<file path="config.mk">
export PLATFORM = sky130hd
export DESIGN_NAME = timestamp_event_builder
export DESIGN_NICKNAME = d
export VERILOG_FILES = /design/src/design/teb_pkg.sv /design/src/design/teb_front.sv /design/src/design/teb_core.sv /design/src/design/teb_queue.sv /design/src/design/timestamp_event_builder.sv
export SDC_FILE = /design/constraint.sdc
export NUM_CORES = 2
export LEC_CHECK = 0
export ABC_AREA = 0
export BUFFER_PORTS_ARGS = -buffer_cell sky130_fd_sc_hd__buf_2
export CORE_MARGIN = 2
export CORE_UTILIZATION = 48
export CTS_BUF_LIST = sky130_fd_sc_hd__clkbuf_2
export DETAILED_ROUTE_END_ITERATION = 8
export PLACE_DENSITY = 0.75
export SYNTH_ARGS = -nofsm -noshare
export SYNTH_HDL_FRONTEND = slang
export SYNTH_SLANG_ARGS = --single-unit
</file>
<file path="constraint.sdc">
create_clock -name clk -period 15.9 [get_ports clk]
set_input_delay 0.795 -clock clk [delete_from_list [all_inputs] [get_ports clk]]
set_output_delay 0.795 -clock clk [all_outputs]
set_load 0.1 [all_outputs]
</file>
<file path="src/design/teb_pkg.sv">
// ----------------------------------------------------------------------------
// teb_pkg - timestamp event builder shared definitions
// Codes, field widths and the result word type used by every block file.
// ----------------------------------------------------------------------------
package teb_pkg;

    // Field widths fixed by the interface
    localparam int LOCAL_BITS   = 40;
    localparam int ID_BITS      = 16;
    localparam int TIME_OUT_W   = 52;
    localparam int DIST_OUT_W   = 53;
    localparam int STAT_OUT_W   = 48;
    localparam int COUNT_W      = 8;

    // Parameter defaults
    localparam int GROUP_BITS_DEF   = 12;
    localparam int COUNTER_BITS_DEF = 48;

    // Multiplicity bins: 1, 2, 3, 4 or more
    localparam int NBINS = 4;

    // Result queue depth (room for two results per input word)
    localparam int Q_DEPTH = 4;

    // Saturation value of the per-event hit count
    localparam logic [COUNT_W-1:0] COUNT_SAT = '1;

    // Input function codes
    localparam logic [1:0] FUNC_HIT   = 2'd0;
    localparam logic [1:0] FUNC_FLUSH = 2'd1;
    localparam logic [1:0] FUNC_STAT  = 2'd2;

    // Result kinds
    localparam logic [1:0] KIND_CLOSED  = 2'd0;
    localparam logic [1:0] KIND_STORED  = 2'd1;
    localparam logic [1:0] KIND_DROPPED = 2'd2;
    localparam logic [1:0] KIND_STAT    = 2'd3;

    // Statistic selectors
    localparam logic [2:0] SEL_BIN_LAST = 3'd3;
    localparam logic [2:0] SEL_EVENTS   = 3'd4;
    localparam logic [2:0] SEL_HITS     = 3'd5;
    localparam logic [2:0] SEL_DECS     = 3'd6;

    // One result word
    typedef struct packed {
        logic [1:0]                   kind;
        logic [TIME_OUT_W-1:0]        event_time;
        logic signed [DIST_OUT_W-1:0] time_since_last;
        logic [COUNT_W-1:0]           hit_count;
        logic [COUNT_W-1:0]           hit_slot;
        logic [ID_BITS-1:0]           out_module;
        logic [ID_BITS-1:0]           out_channel;
        logic [ID_BITS-1:0]           out_energy;
        logic [STAT_OUT_W-1:0]        stat_value;
        logic                         last;
    } result_t;

    // Queue write strobes for the results of one input word
    typedef struct packed {
        logic first;
        logic second;
    } push_t;

endpackage

</file>
<file path="src/design/teb_front.sv">
// ----------------------------------------------------------------------------
// teb_front - input register
// Captures one input word, extending the timestamp by its rollover group,
// and releases it to the builder core when the result queue has room.
// ----------------------------------------------------------------------------
module teb_front #(
    parameter int GROUP_BITS = teb_pkg::GROUP_BITS_DEF,
    localparam int TW = teb_pkg::LOCAL_BITS + GROUP_BITS
) (
    input  logic                           clk,
    input  logic                           rst_n,
    input  logic                           in_valid,
    output logic                           in_stall,
    input  logic [1:0]                     func,
    input  logic [teb_pkg::ID_BITS-1:0]    module_id,
    input  logic [teb_pkg::ID_BITS-1:0]    channel_id,
    input  logic [teb_pkg::ID_BITS-1:0]    energy,
    input  logic [teb_pkg::LOCAL_BITS-1:0] local_time,
    input  logic [GROUP_BITS-1:0]          rollover_group,
    input  logic [2:0]                     stat_select,
    input  logic                           room,
    output logic                           go,
    output logic [1:0]                     func_q,
    output logic [teb_pkg::ID_BITS-1:0]    module_q,
    output logic [teb_pkg::ID_BITS-1:0]    channel_q,
    output logic [teb_pkg::ID_BITS-1:0]    energy_q,
    output logic [TW-1:0]                  time_q,
    output logic [2:0]                     sel_q
);

    logic                          valid_reg;
    logic                          valid_next;
    logic                          accept;
    logic [TW-1:0]                 ext_time;
    logic [1:0]                    func_reg;
    logic [teb_pkg::ID_BITS-1:0]   module_reg;
    logic [teb_pkg::ID_BITS-1:0]   channel_reg;
    logic [teb_pkg::ID_BITS-1:0]   energy_reg;
    logic [TW-1:0]                 time_reg;
    logic [2:0]                    sel_reg;

    // Extend: local + group * (2^40 - 1) = local + (group << 40) - group
    assign ext_time = {rollover_group, {teb_pkg::LOCAL_BITS{1'b0}}}
                    - TW'(rollover_group) + TW'(local_time);

    // Release the held word when the queue can take two results
    assign go       = valid_reg & room;
    assign in_stall = valid_reg & ~room;
    assign accept   = in_valid & ~in_stall;

    always_comb
    begin
        valid_next = valid_reg;
        if (accept)
        begin
            valid_next = 1'b1;
        end
        else if (go)
        begin
            valid_next = 1'b0;
        end
    end

    always_ff @(posedge clk or negedge rst_n)
    begin
        if (!rst_n)
        begin
            valid_reg <= 1'b0;
        end
        else
        begin
            valid_reg <= valid_next;
        end
    end

    // Hold the payload of the accepted word
    always_ff @(posedge clk)
    begin
        if (accept)
        begin
            func_reg    <= func;
            module_reg  <= module_id;
            channel_reg <= channel_id;
            energy_reg  <= energy;
            time_reg    <= ext_time;
            sel_reg     <= stat_select;
        end
    end

    assign func_q    = func_reg;
    assign module_q  = module_reg;
    assign channel_q = channel_reg;
    assign energy_q  = energy_reg;
    assign time_q    = time_reg;
    assign sel_q     = sel_reg;

endmodule

</file>
<file path="src/design/teb_core.sv">
// ----------------------------------------------------------------------------
// teb_core - event grouping and statistics
// Compares each hit with the open event time, closes and opens events,
// keeps the statistic counters and forms up to two result words.
// ----------------------------------------------------------------------------
module teb_core #(
    parameter int GROUP_BITS   = teb_pkg::GROUP_BITS_DEF,
    parameter int COUNTER_BITS = teb_pkg::COUNTER_BITS_DEF,
    localparam int TW = teb_pkg::LOCAL_BITS + GROUP_BITS
) (
    input  logic                        clk,
    input  logic                        rst_n,
    input  logic                        go,
    input  logic [1:0]                  func_q,
    input  logic [teb_pkg::ID_BITS-1:0] module_q,
    input  logic [teb_pkg::ID_BITS-1:0] channel_q,
    input  logic [teb_pkg::ID_BITS-1:0] energy_q,
    input  logic [TW-1:0]               time_q,
    input  logic [2:0]                  sel_q,
    output teb_pkg::push_t              push,
    output teb_pkg::result_t            res0,
    output teb_pkg::result_t            res1
);

    localparam int CW = COUNTER_BITS;
    localparam int BW = $clog2(teb_pkg::NBINS);

    // Event state
    logic                         have_prev_reg,  have_prev_next;
    logic [TW-1:0]                cur_time_reg,   cur_time_next;
    logic [TW-1:0]                low_mark_reg,   low_mark_next;
    logic                         open_reg,       open_next;
    logic [teb_pkg::COUNT_W-1:0]  open_cnt_reg,   open_cnt_next;
    logic                         last_valid_reg, last_valid_next;
    logic [TW-1:0]                last_time_reg,  last_time_next;

    // Statistics
    logic [CW-1:0] mult_reg  [teb_pkg::NBINS];
    logic [CW-1:0] mult_next [teb_pkg::NBINS];
    logic [CW-1:0] events_reg, events_next;
    logic [CW-1:0] hits_reg,   hits_next;
    logic [CW-1:0] decs_reg,   decs_next;

    logic                               do_close;
    logic                               do_open;
    logic [BW-1:0]                      bin;
    logic [TW-1:0]                      evt_gap;
    logic [TW+teb_pkg::DIST_OUT_W-1:0]  dist_wide;
    logic [TW+teb_pkg::TIME_OUT_W-1:0]  cur_wide;
    logic [TW+teb_pkg::TIME_OUT_W-1:0]  hit_wide;
    logic [CW+teb_pkg::STAT_OUT_W-1:0]  stat_wide;
    logic [CW-1:0]                      stat_cnt;
    teb_pkg::result_t                   close_res;
    teb_pkg::result_t                   hit_res;
    teb_pkg::result_t                   stat_res;

    // Bin the open event's multiplicity: 1, 2, 3, 4 or more
    always_comb
    begin
        if (open_cnt_reg >= teb_pkg::COUNT_W'(teb_pkg::NBINS))
        begin
            bin = BW'(teb_pkg::NBINS - 1);
        end
        else if (open_cnt_reg == '0)
        begin
            bin = '0;
        end
        else
        begin
            bin = BW'(open_cnt_reg - teb_pkg::COUNT_W'(1));
        end
    end

    // Closed event word
    assign evt_gap   = cur_time_reg - last_time_reg;
    assign dist_wide = {{teb_pkg::DIST_OUT_W{1'b0}}, evt_gap};
    assign cur_wide  = {{teb_pkg::TIME_OUT_W{1'b0}}, cur_time_reg};

    always_comb
    begin
        close_res            = '0;
        close_res.kind       = teb_pkg::KIND_CLOSED;
        close_res.event_time = cur_wide[teb_pkg::TIME_OUT_W-1:0];
        close_res.hit_count  = open_cnt_reg;
        if (last_valid_reg)
        begin
            close_res.time_since_last = signed'(dist_wide[teb_pkg::DIST_OUT_W-1:0]);
        end
        else
        begin
            close_res.time_since_last = '1;
        end
    end

    // Hit word, slot and kind set per branch below
    assign hit_wide = {{teb_pkg::TIME_OUT_W{1'b0}}, time_q};

    always_comb
    begin
        hit_res             = '0;
        hit_res.kind        = teb_pkg::KIND_STORED;
        hit_res.event_time  = hit_wide[teb_pkg::TIME_OUT_W-1:0];
        hit_res.out_module  = module_q;
        hit_res.out_channel = channel_q;
        hit_res.out_energy  = energy_q;
    end

    // Statistic read-back
    always_comb
    begin
        case (sel_q) inside
            [3'd0:teb_pkg::SEL_BIN_LAST]: stat_cnt = mult_reg[sel_q[BW-1:0]];
            teb_pkg::SEL_EVENTS:          stat_cnt = events_reg;
            teb_pkg::SEL_HITS:            stat_cnt = hits_reg;
            teb_pkg::SEL_DECS:            stat_cnt = decs_reg;
            default:                      stat_cnt = '0;
        endcase
    end

    assign stat_wide = {{teb_pkg::STAT_OUT_W{1'b0}}, stat_cnt};

    always_comb
    begin
        stat_res            = '0;
        stat_res.kind       = teb_pkg::KIND_STAT;
        stat_res.stat_value = stat_wide[teb_pkg::STAT_OUT_W-1:0];
    end

    // Decide the action for the released word
    always_comb
    begin
        have_prev_next  = have_prev_reg;
        cur_time_next   = cur_time_reg;
        low_mark_next   = low_mark_reg;
        open_next       = open_reg;
        open_cnt_next   = open_cnt_reg;
        last_valid_next = last_valid_reg;
        last_time_next  = last_time_reg;
        events_next     = events_reg;
        hits_next       = hits_reg;
        decs_next       = decs_reg;
        do_close        = 1'b0;
        do_open         = 1'b0;
        push            = '0;
        res0            = '0;
        res1            = '0;

        if (go)
        begin
            case (func_q)
                teb_pkg::FUNC_HIT:
                begin
                    if (!have_prev_reg || time_q > cur_time_reg)
                    begin
                        // Later hit: close any open event, open a new one
                        do_open = 1'b1;
                        if (open_reg)
                        begin
                            do_close    = 1'b1;
                            res0        = close_res;
                            res1        = hit_res;
                            push.first  = 1'b1;
                            push.second = 1'b1;
                        end
                        else
                        begin
                            res0       = hit_res;
                            push.first = 1'b1;
                        end
                    end
                    else if (time_q == cur_time_reg)
                    begin
                        res0       = hit_res;
                        push.first = 1'b1;
                        if (open_reg)
                        begin
                            // Join the open event
                            res0.hit_slot = open_cnt_reg;
                            hits_next     = hits_reg + CW'(1);
                            if (open_cnt_reg != teb_pkg::COUNT_SAT)
                            begin
                                open_cnt_next = open_cnt_reg + teb_pkg::COUNT_W'(1);
                            end
                        end
                        else
                        begin
                            // Same time after a flush opens a fresh event
                            do_open = 1'b1;
                        end
                    end
                    else
                    begin
                        // Earlier hit: drop, count a new low mark
                        if (time_q < low_mark_reg)
                        begin
                            low_mark_next = time_q;
                            decs_next     = decs_reg + CW'(1);
                        end
                        res0       = hit_res;
                        res0.kind  = teb_pkg::KIND_DROPPED;
                        push.first = 1'b1;
                    end
                end
                teb_pkg::FUNC_FLUSH:
                begin
                    if (open_reg)
                    begin
                        do_close   = 1'b1;
                        res0       = close_res;
                        push.first = 1'b1;
                    end
                end
                teb_pkg::FUNC_STAT:
                begin
                    res0       = stat_res;
                    push.first = 1'b1;
                end
                default:
                begin
                end
            endcase

            if (do_close)
            begin
                last_valid_next = 1'b1;
                last_time_next  = cur_time_reg;
                open_next       = 1'b0;
                open_cnt_next   = '0;
            end

            if (do_open)
            begin
                cur_time_next  = time_q;
                low_mark_next  = time_q;
                have_prev_next = 1'b1;
                open_next      = 1'b1;
                open_cnt_next  = teb_pkg::COUNT_W'(1);
                events_next    = events_reg + CW'(1);
                hits_next      = hits_reg + CW'(1);
            end

            // Mark the final word of this input
            res0.last = push.first & ~push.second;
            res1.last = push.second;
        end
    end

    // Advance the bin counter of a closing event
    always_comb
    begin
        for (int i = 0; i < teb_pkg::NBINS; i++)
        begin
            if (do_close && bin == BW'(i))
            begin
                mult_next[i] = mult_reg[i] + CW'(1);
            end
            else
            begin
                mult_next[i] = mult_reg[i];
            end
        end
    end

    always_ff @(posedge clk or negedge rst_n)
    begin
        if (!rst_n)
        begin
            have_prev_reg  <= 1'b0;
            cur_time_reg   <= '0;
            low_mark_reg   <= '0;
            open_reg       <= 1'b0;
            open_cnt_reg   <= '0;
            last_valid_reg <= 1'b0;
            last_time_reg  <= '0;
            events_reg     <= '0;
            hits_reg       <= '0;
            decs_reg       <= '0;
            for (int i = 0; i < teb_pkg::NBINS; i++)
            begin
                mult_reg[i] <= '0;
            end
        end
        else
        begin
            have_prev_reg  <= have_prev_next;
            cur_time_reg   <= cur_time_next;
            low_mark_reg   <= low_mark_next;
            open_reg       <= open_next;
            open_cnt_reg   <= open_cnt_next;
            last_valid_reg <= last_valid_next;
            last_time_reg  <= last_time_next;
            events_reg     <= events_next;
            hits_reg       <= hits_next;
            decs_reg       <= decs_next;
            for (int i = 0; i < teb_pkg::NBINS; i++)
            begin
                mult_reg[i] <= mult_next[i];
            end
        end
    end

endmodule

</file>
<file path="src/design/teb_queue.sv">
// ----------------------------------------------------------------------------
// teb_queue - result queue
// Small register queue taking up to two result words per cycle and
// presenting one word per cycle on the output channel while out_stall is low.
// ----------------------------------------------------------------------------
module teb_queue (
    input  logic             clk,
    input  logic             rst_n,
    input  teb_pkg::push_t   push,
    input  teb_pkg::result_t res0,
    input  teb_pkg::result_t res1,
    output logic             room,
    output logic             out_valid,
    input  logic             out_stall,
    output teb_pkg::result_t head
);

    localparam int PW = $clog2(teb_pkg::Q_DEPTH);
    localparam int NW = PW + 1;

    teb_pkg::result_t q_reg [teb_pkg::Q_DEPTH];
    logic [PW-1:0]    wr_ptr_reg, wr_ptr_next;
    logic [PW-1:0]    rd_ptr_reg, rd_ptr_next;
    logic [NW-1:0]    count_reg,  count_next;
    logic             pop;

    // Room for a full pair of results, judged on the registered fill only
    assign room      = count_reg <= NW'(teb_pkg::Q_DEPTH - 2);
    assign out_valid = count_reg != '0;
    assign pop       = out_valid & ~out_stall;
    assign head      = q_reg[rd_ptr_reg];

    always_comb
    begin
        wr_ptr_next = wr_ptr_reg + PW'(push.first) + PW'(push.second);
        rd_ptr_next = rd_ptr_reg + PW'(pop);
        count_next  = count_reg + NW'(push.first) + NW'(push.second) - NW'(pop);
    end

    always_ff @(posedge clk or negedge rst_n)
    begin
        if (!rst_n)
        begin
            wr_ptr_reg <= '0;
            rd_ptr_reg <= '0;
            count_reg  <= '0;
        end
        else
        begin
            wr_ptr_reg <= wr_ptr_next;
            rd_ptr_reg <= rd_ptr_next;
            count_reg  <= count_next;
        end
    end

    // Store the words of the current input in order
    always_ff @(posedge clk)
    begin
        if (push.first)
        begin
            q_reg[wr_ptr_reg] <= res0;
        end
        if (push.second)
        begin
            q_reg[wr_ptr_reg + PW'(1)] <= res1;
        end
    end

endmodule

</file>
<file path="src/design/timestamp_event_builder.sv">
// ----------------------------------------------------------------------------
// timestamp_event_builder - timestamp coincidence event builder
// Groups digitizer hits with equal extended timestamps into events and
// keeps multiplicity, event, hit and decrease counters for read-back.
// ----------------------------------------------------------------------------
// The block takes one input word per clock while the input is not stalled. Each
// word is registered in teb_front, decided by teb_core once the queue has room,
// and its results (none, one or two words) enter a four-entry result queue. The
// output port delivers one word per clock while out_stall is low, so a steady
// stream of hits that each close an event (two results apiece) fills the queue
// and stalls the input; all other words run at one per clock while out_stall is low.
// The input stalls only while the queue could not take two more words.
module timestamp_event_builder #(
    parameter int GROUP_BITS   = teb_pkg::GROUP_BITS_DEF,
    parameter int COUNTER_BITS = teb_pkg::COUNTER_BITS_DEF
) (
    input  logic                                    clk,
    input  logic                                    rst_n,
    input  logic                                    in_valid,
    output logic                                    in_stall,
    input  logic [1:0]                              func,
    input  logic [teb_pkg::ID_BITS-1:0]             module_id,
    input  logic [teb_pkg::ID_BITS-1:0]             channel_id,
    input  logic [teb_pkg::ID_BITS-1:0]             energy,
    input  logic [teb_pkg::LOCAL_BITS-1:0]          local_time,
    input  logic [GROUP_BITS-1:0]                   rollover_group,
    input  logic [2:0]                              stat_select,
    output logic                                    out_valid,
    input  logic                                    out_stall,
    output logic [1:0]                              kind,
    output logic [teb_pkg::TIME_OUT_W-1:0]          event_time,
    output logic signed [teb_pkg::DIST_OUT_W-1:0]   time_since_last,
    output logic [teb_pkg::COUNT_W-1:0]             hit_count,
    output logic [teb_pkg::COUNT_W-1:0]             hit_slot,
    output logic [teb_pkg::ID_BITS-1:0]             out_module,
    output logic [teb_pkg::ID_BITS-1:0]             out_channel,
    output logic [teb_pkg::ID_BITS-1:0]             out_energy,
    output logic [teb_pkg::STAT_OUT_W-1:0]          stat_value,
    output logic                                    last
);

    localparam int TW = teb_pkg::LOCAL_BITS + GROUP_BITS;

    logic                        room;
    logic                        go;
    logic [1:0]                  func_q;
    logic [teb_pkg::ID_BITS-1:0] module_q;
    logic [teb_pkg::ID_BITS-1:0] channel_q;
    logic [teb_pkg::ID_BITS-1:0] energy_q;
    logic [TW-1:0]               time_q;
    logic [2:0]                  sel_q;
    teb_pkg::push_t              push;
    teb_pkg::result_t            res0;
    teb_pkg::result_t            res1;
    teb_pkg::result_t            head;

    // Input register with timestamp extension
    teb_front #(
        .GROUP_BITS (GROUP_BITS)
    ) u_front (
        .clk            (clk),
        .rst_n          (rst_n),
        .in_valid       (in_valid),
        .in_stall       (in_stall),
        .func           (func),
        .module_id      (module_id),
        .channel_id     (channel_id),
        .energy         (energy),
        .local_time     (local_time),
        .rollover_group (rollover_group),
        .stat_select    (stat_select),
        .room           (room),
        .go             (go),
        .func_q         (func_q),
        .module_q       (module_q),
        .channel_q      (channel_q),
        .energy_q       (energy_q),
        .time_q         (time_q),
        .sel_q          (sel_q)
    );

    // Event grouping and counters
    teb_core #(
        .GROUP_BITS   (GROUP_BITS),
        .COUNTER_BITS (COUNTER_BITS)
    ) u_core (
        .clk       (clk),
        .rst_n     (rst_n),
        .go        (go),
        .func_q    (func_q),
        .module_q  (module_q),
        .channel_q (channel_q),
        .energy_q  (energy_q),
        .time_q    (time_q),
        .sel_q     (sel_q),
        .push      (push),
        .res0      (res0),
        .res1      (res1)
    );

    // Result queue
    teb_queue u_queue (
        .clk       (clk),
        .rst_n     (rst_n),
        .push      (push),
        .res0      (res0),
        .res1      (res1),
        .room      (room),
        .out_valid (out_valid),
        .out_stall (out_stall),
        .head      (head)
    );

    assign kind            = head.kind;
    assign event_time      = head.event_time;
    assign time_since_last = head.time_since_last;
    assign hit_count       = head.hit_count;
    assign hit_slot        = head.hit_slot;
    assign out_module      = head.out_module;
    assign out_channel     = head.out_channel;
    assign out_energy      = head.out_energy;
    assign stat_value      = head.stat_value;
    assign last            = head.last;

endmodule

</file>
==> impl_results.md <==
* Status: completed
* Count of pins over their slew limit at 0
* Area of all placed cells without fillers at 79400 um^2
* Final core occ at 0.546
* Pwr Density at 187 nW/um^2
* Synth top area share at 0.220
* Wire length per cell at 24.3 um
* Worst Setup Slack post-DPL at 10.02 ns
* Post-synth net total at 6026
* Dominant cell type by area after synthesis: sky130_fd_sc_hd__edfxtp_1
* Launching point of the worst reg2reg path: u_core.cur_time_reg[49]
* Maximum level of the CTS H-tree at 5
* Slew HR at 0.192
* Buffer count from post-CTS setup fixing at 0
* Worst setup margin at 8.93 ns
* Final layout net count at 6711
* Cell with the most instances after synthesis: sky130_fd_sc_hd__a22o_1
* Met3 Usage GRT at 0.0743
* Max FFs per register at 880
* Worst Reg2Reg Path Length in Cells at 13
* Element type at the critical path end: output port
* Final Hold Violating Endpoints at 0
* Largest voltage drop on the vdd net at 0.135 mV
* Unrepaired setup endpoints after global routing: false
* Clock tree skew after final layout at 0.209 ns
* Cell row count at 140
* Total negative setup slack at 0 ns
* GR Util met2 at 0.424
* Longest Clk Path Bufs at 4
* Vert. Die Dim at 386 um
* Antenna violations before repair at 16
* Average cell area after synthesis at 12.2 um^2
* Remaining antenna violation count after routing at 0
* Count of pins on the block boundary at 331
* DRT Pass-1 Iters at 7
* Count of input and output buffers at 330
* Post-synth top flop: sky130_fd_sc_hd__edfxtp_1
* Final setup violation count at 0
* Hold crit path type: primary input to async pin
* Synthesized instance count at 5734
* Leakage at 33.5 nW
* Tightest hold margin at 0.221 ns
* Reg power frac at 0.357
* Worst Path Class, Setup: flop to output port
* Critical path arrival at 6.18 ns
* Gp weighted congestion at 0.932
* Standard cell core area at 145000 um^2
* Synth warn at 0
* Crit path time final at 6.97 ns
* Clock slew at reported path FFs at 0.11 ns
* Syn Std Cell Area at 70100 um^2
* Standard cell with the maximum stage delay on the critical path: sky130_fd_sc_hd__buf_4
* Critical Path Start Type: flop
* Sequential element share of the synthesized area at 0.537
* 1st-iter DRT viols at 6108
* Top post-synthesis cells by count: sky130_fd_sc_hd__a22o_1, sky130_fd_sc_hd__edfxtp_1, sky130_fd_sc_hd__dfrtp_1
* Largest fanout on the critical path at 47
* Fraction of registers with async set/reset at 0.342
* Period utilization at 0.439
* Met1 Use GR at 0.376
* Die Area at 149000 um^2
* Die width at 386 um
* Non-filler cells, final at 8634
* Capture instance of the worst register-to-register path: u_queue.q_reg[2][184]
* Clk sink count at 1496
* FF-to-FF setup slack at 9.61 ns
* Insertion delay of the later-clocked pin in the worst-skew pair at 1.83 ns
* Critical Path RT at 15.11 ns
* Sw Ratio at 0.481
* Count of flip-flops with a built-in enable after synthesis at 513
* Dominant cell type by count on the critical path: sky130_fd_sc_hd__buf_4
* Switching power total at 7.13 mW
* Initial Util at 0.482
* Area growth syn-to-layout at 13.2%
* Largest cells by area after synthesis: sky130_fd_sc_hd__edfxtp_1, sky130_fd_sc_hd__dfrtp_1, sky130_fd_sc_hd__dfxtp_1
* Vias at 52.9k
* Post-detailed-routing wire length at 210000 um
* Share of final-layout standard cells stronger than drive strength 1 at 0.216
* Clock tree from TritonCTS: built
* Global-route wire length before repair at 317000 um
* Total instance count after detailed placement at 7694
* Clk Tree Root Cell: sky130_fd_sc_hd__clkbuf_2
* Clock group share of total power at 0.175
* Via-per-instance ratio at 6.12
* Detailed placement HPWL at 133000 um
* Combinational group share of total power at 0.468
* # Max-Cap Violations at 0
* Most congested layer reported by global routing: met2
* Residual overflow from global routing at 0
* Final routed DRC violation total at 0
* Number of buffers created by CTS at 384
* Overall Power at 14.8 mW
* Worst Max-Slew Pin Slew at 1.21 ns
* Cell internal pwr at 7.68 mW
* All-layer global routing usage at 0.278
* Longest individual stage delay on the worst path at 0.88 ns
* Fmax at 143 MHz
* Synthesized flop and latch total at 1496
* Critical path, cell by cell: buf_4, buf_4, buf_4, mux4_2, buf_2
* Dpl cell area at 73400 um^2
* Number of global-route vias before repair at 52.3k
* Library cells used by synthesis at 80
* Maximum number of pins on one net before global-route repair at 165
[area by class of cell]
cell class	count	area, um^2
Fill cell	12100	66000
Multi-Input combinational cell	3655	30300
Clock inverter	85	397
Timing Repair Buffer	653	4760
Clock buffer	589	2950
Antenna cell	10	25.0
Sequential cell	1496	37600
Tap cell	1917	2400
Inverter	229	870
[logic make-up (layout without fill, tap and decap cells)]
group / Yosys count / count (layout) / synth area share
xor+xnor: 414 / 414 / 0.0517
fa+ha+maj: 183 / 183 / 0.0332
mux: 480 / 480 / 0.118
buf+inv: 583 / 1556 / 0.0330
other cells: 0 / 10 / 0
compound gates: 1141 / 1141 / 0.121
flops: 1496 / 1496 / 0.537
simple gates: 1437 / 1437 / 0.106
[power by group through the flow]
stage	combinational (mW)	clock, mW	sequential, mW
6_report	6.93	2.59	5.28
3_3_place_gp	6.69	0	5.29
4_1_cts	6.83	2.64	5.25
2_1_floorplan	5.06	0	5.11
5_1_grt	7.29	2.83	5.35
3_5_place_dp	6.75	0	5.34
[per-layer routing]
| layer | vias up | share of wire |
|---|---|---|
| met5 | - | 0.00027 |
| met4 | 10 | 0.037 |
| met3 | 515 | 0.11 |
| met2 | 3181 | 0.45 |
| met1 | 26300 | 0.40 |
| li1 | 22900 | - |
[how the worst max path moves through the flow]
| stage | start | end | slack, ns | cells after the start |
|---|---|---|---|---|
| 6_report | u_queue.rd_ptr_reg[0] | time_since_last[16] | 8.93 | 5 |
| 5_1_grt | u_queue.rd_ptr_reg[0] | time_since_last[22] | 8.39 | 5 |
| 4_1_cts | u_queue.rd_ptr_reg[0] | time_since_last[20] | 8.56 | 5 |
| 3_5_place_dp | u_front.time_q[50] | u_queue.q_reg[2][171] | 10.02 | 12 |
| 3_3_place_gp | u_front.time_q[49] | u_queue.q_reg[3][180] | 10.14 | 12 |
| 2_1_floorplan | u_queue.count_reg[1] | u_front.channel_q[0] | 9.38 | 5 |
[critical path: cells and delay by family (launching register included)]
| kind | cells | cell delay, ns |
|---|---|---|
| buf+inv | 4 | 2.94 |
| mux | 1 | 0.72 |
| flops | 1 | 0.71 |
[layout by cell type, fill, tap and decap left out, types with 25 or more instances in the layout]
master and instances:
sky130_fd_sc_hd__nor3_1 51, sky130_fd_sc_hd__dfxtp_1 472, sky130_fd_sc_hd__buf_2 329, sky130_fd_sc_hd__nor4_1 25, sky130_fd_sc_hd__mux2_2 113, sky130_fd_sc_hd__dfrtp_1 509, sky130_fd_sc_hd__edfxtp_1 513, sky130_fd_sc_hd__and3_1 145
sky130_fd_sc_hd__nand4_1 147, sky130_fd_sc_hd__nand3_1 134, sky130_fd_sc_hd__buf_4 66, sky130_fd_sc_hd__a22o_1 585, sky130_fd_sc_hd__nand2_1 418, sky130_fd_sc_hd__ha_1 178, sky130_fd_sc_hd__and4_1 34, sky130_fd_sc_hd__mux2i_1 99
sky130_fd_sc_hd__and2_1 161, sky130_fd_sc_hd__mux4_2 268, sky130_fd_sc_hd__a21o_1 90, sky130_fd_sc_hd__xor2_1 128, sky130_fd_sc_hd__inv_1 225, sky130_fd_sc_hd__dlygate4sd3_1 255, sky130_fd_sc_hd__clkbuf_2 589, sky130_fd_sc_hd__o21ai_0 250
sky130_fd_sc_hd__a21oi_1 99, sky130_fd_sc_hd__nor2_1 198, sky130_fd_sc_hd__clkinv_1 66, sky130_fd_sc_hd__xnor2_1 286
[timing repair]
item | 4_1_cts | 5_1_grt
hold buffers | 256 | 0
gates resized for setup | 0 | 0
endpoints found under the hold margin | 355 | 0
Note: power is estimated with default switching activity, not from simulation.
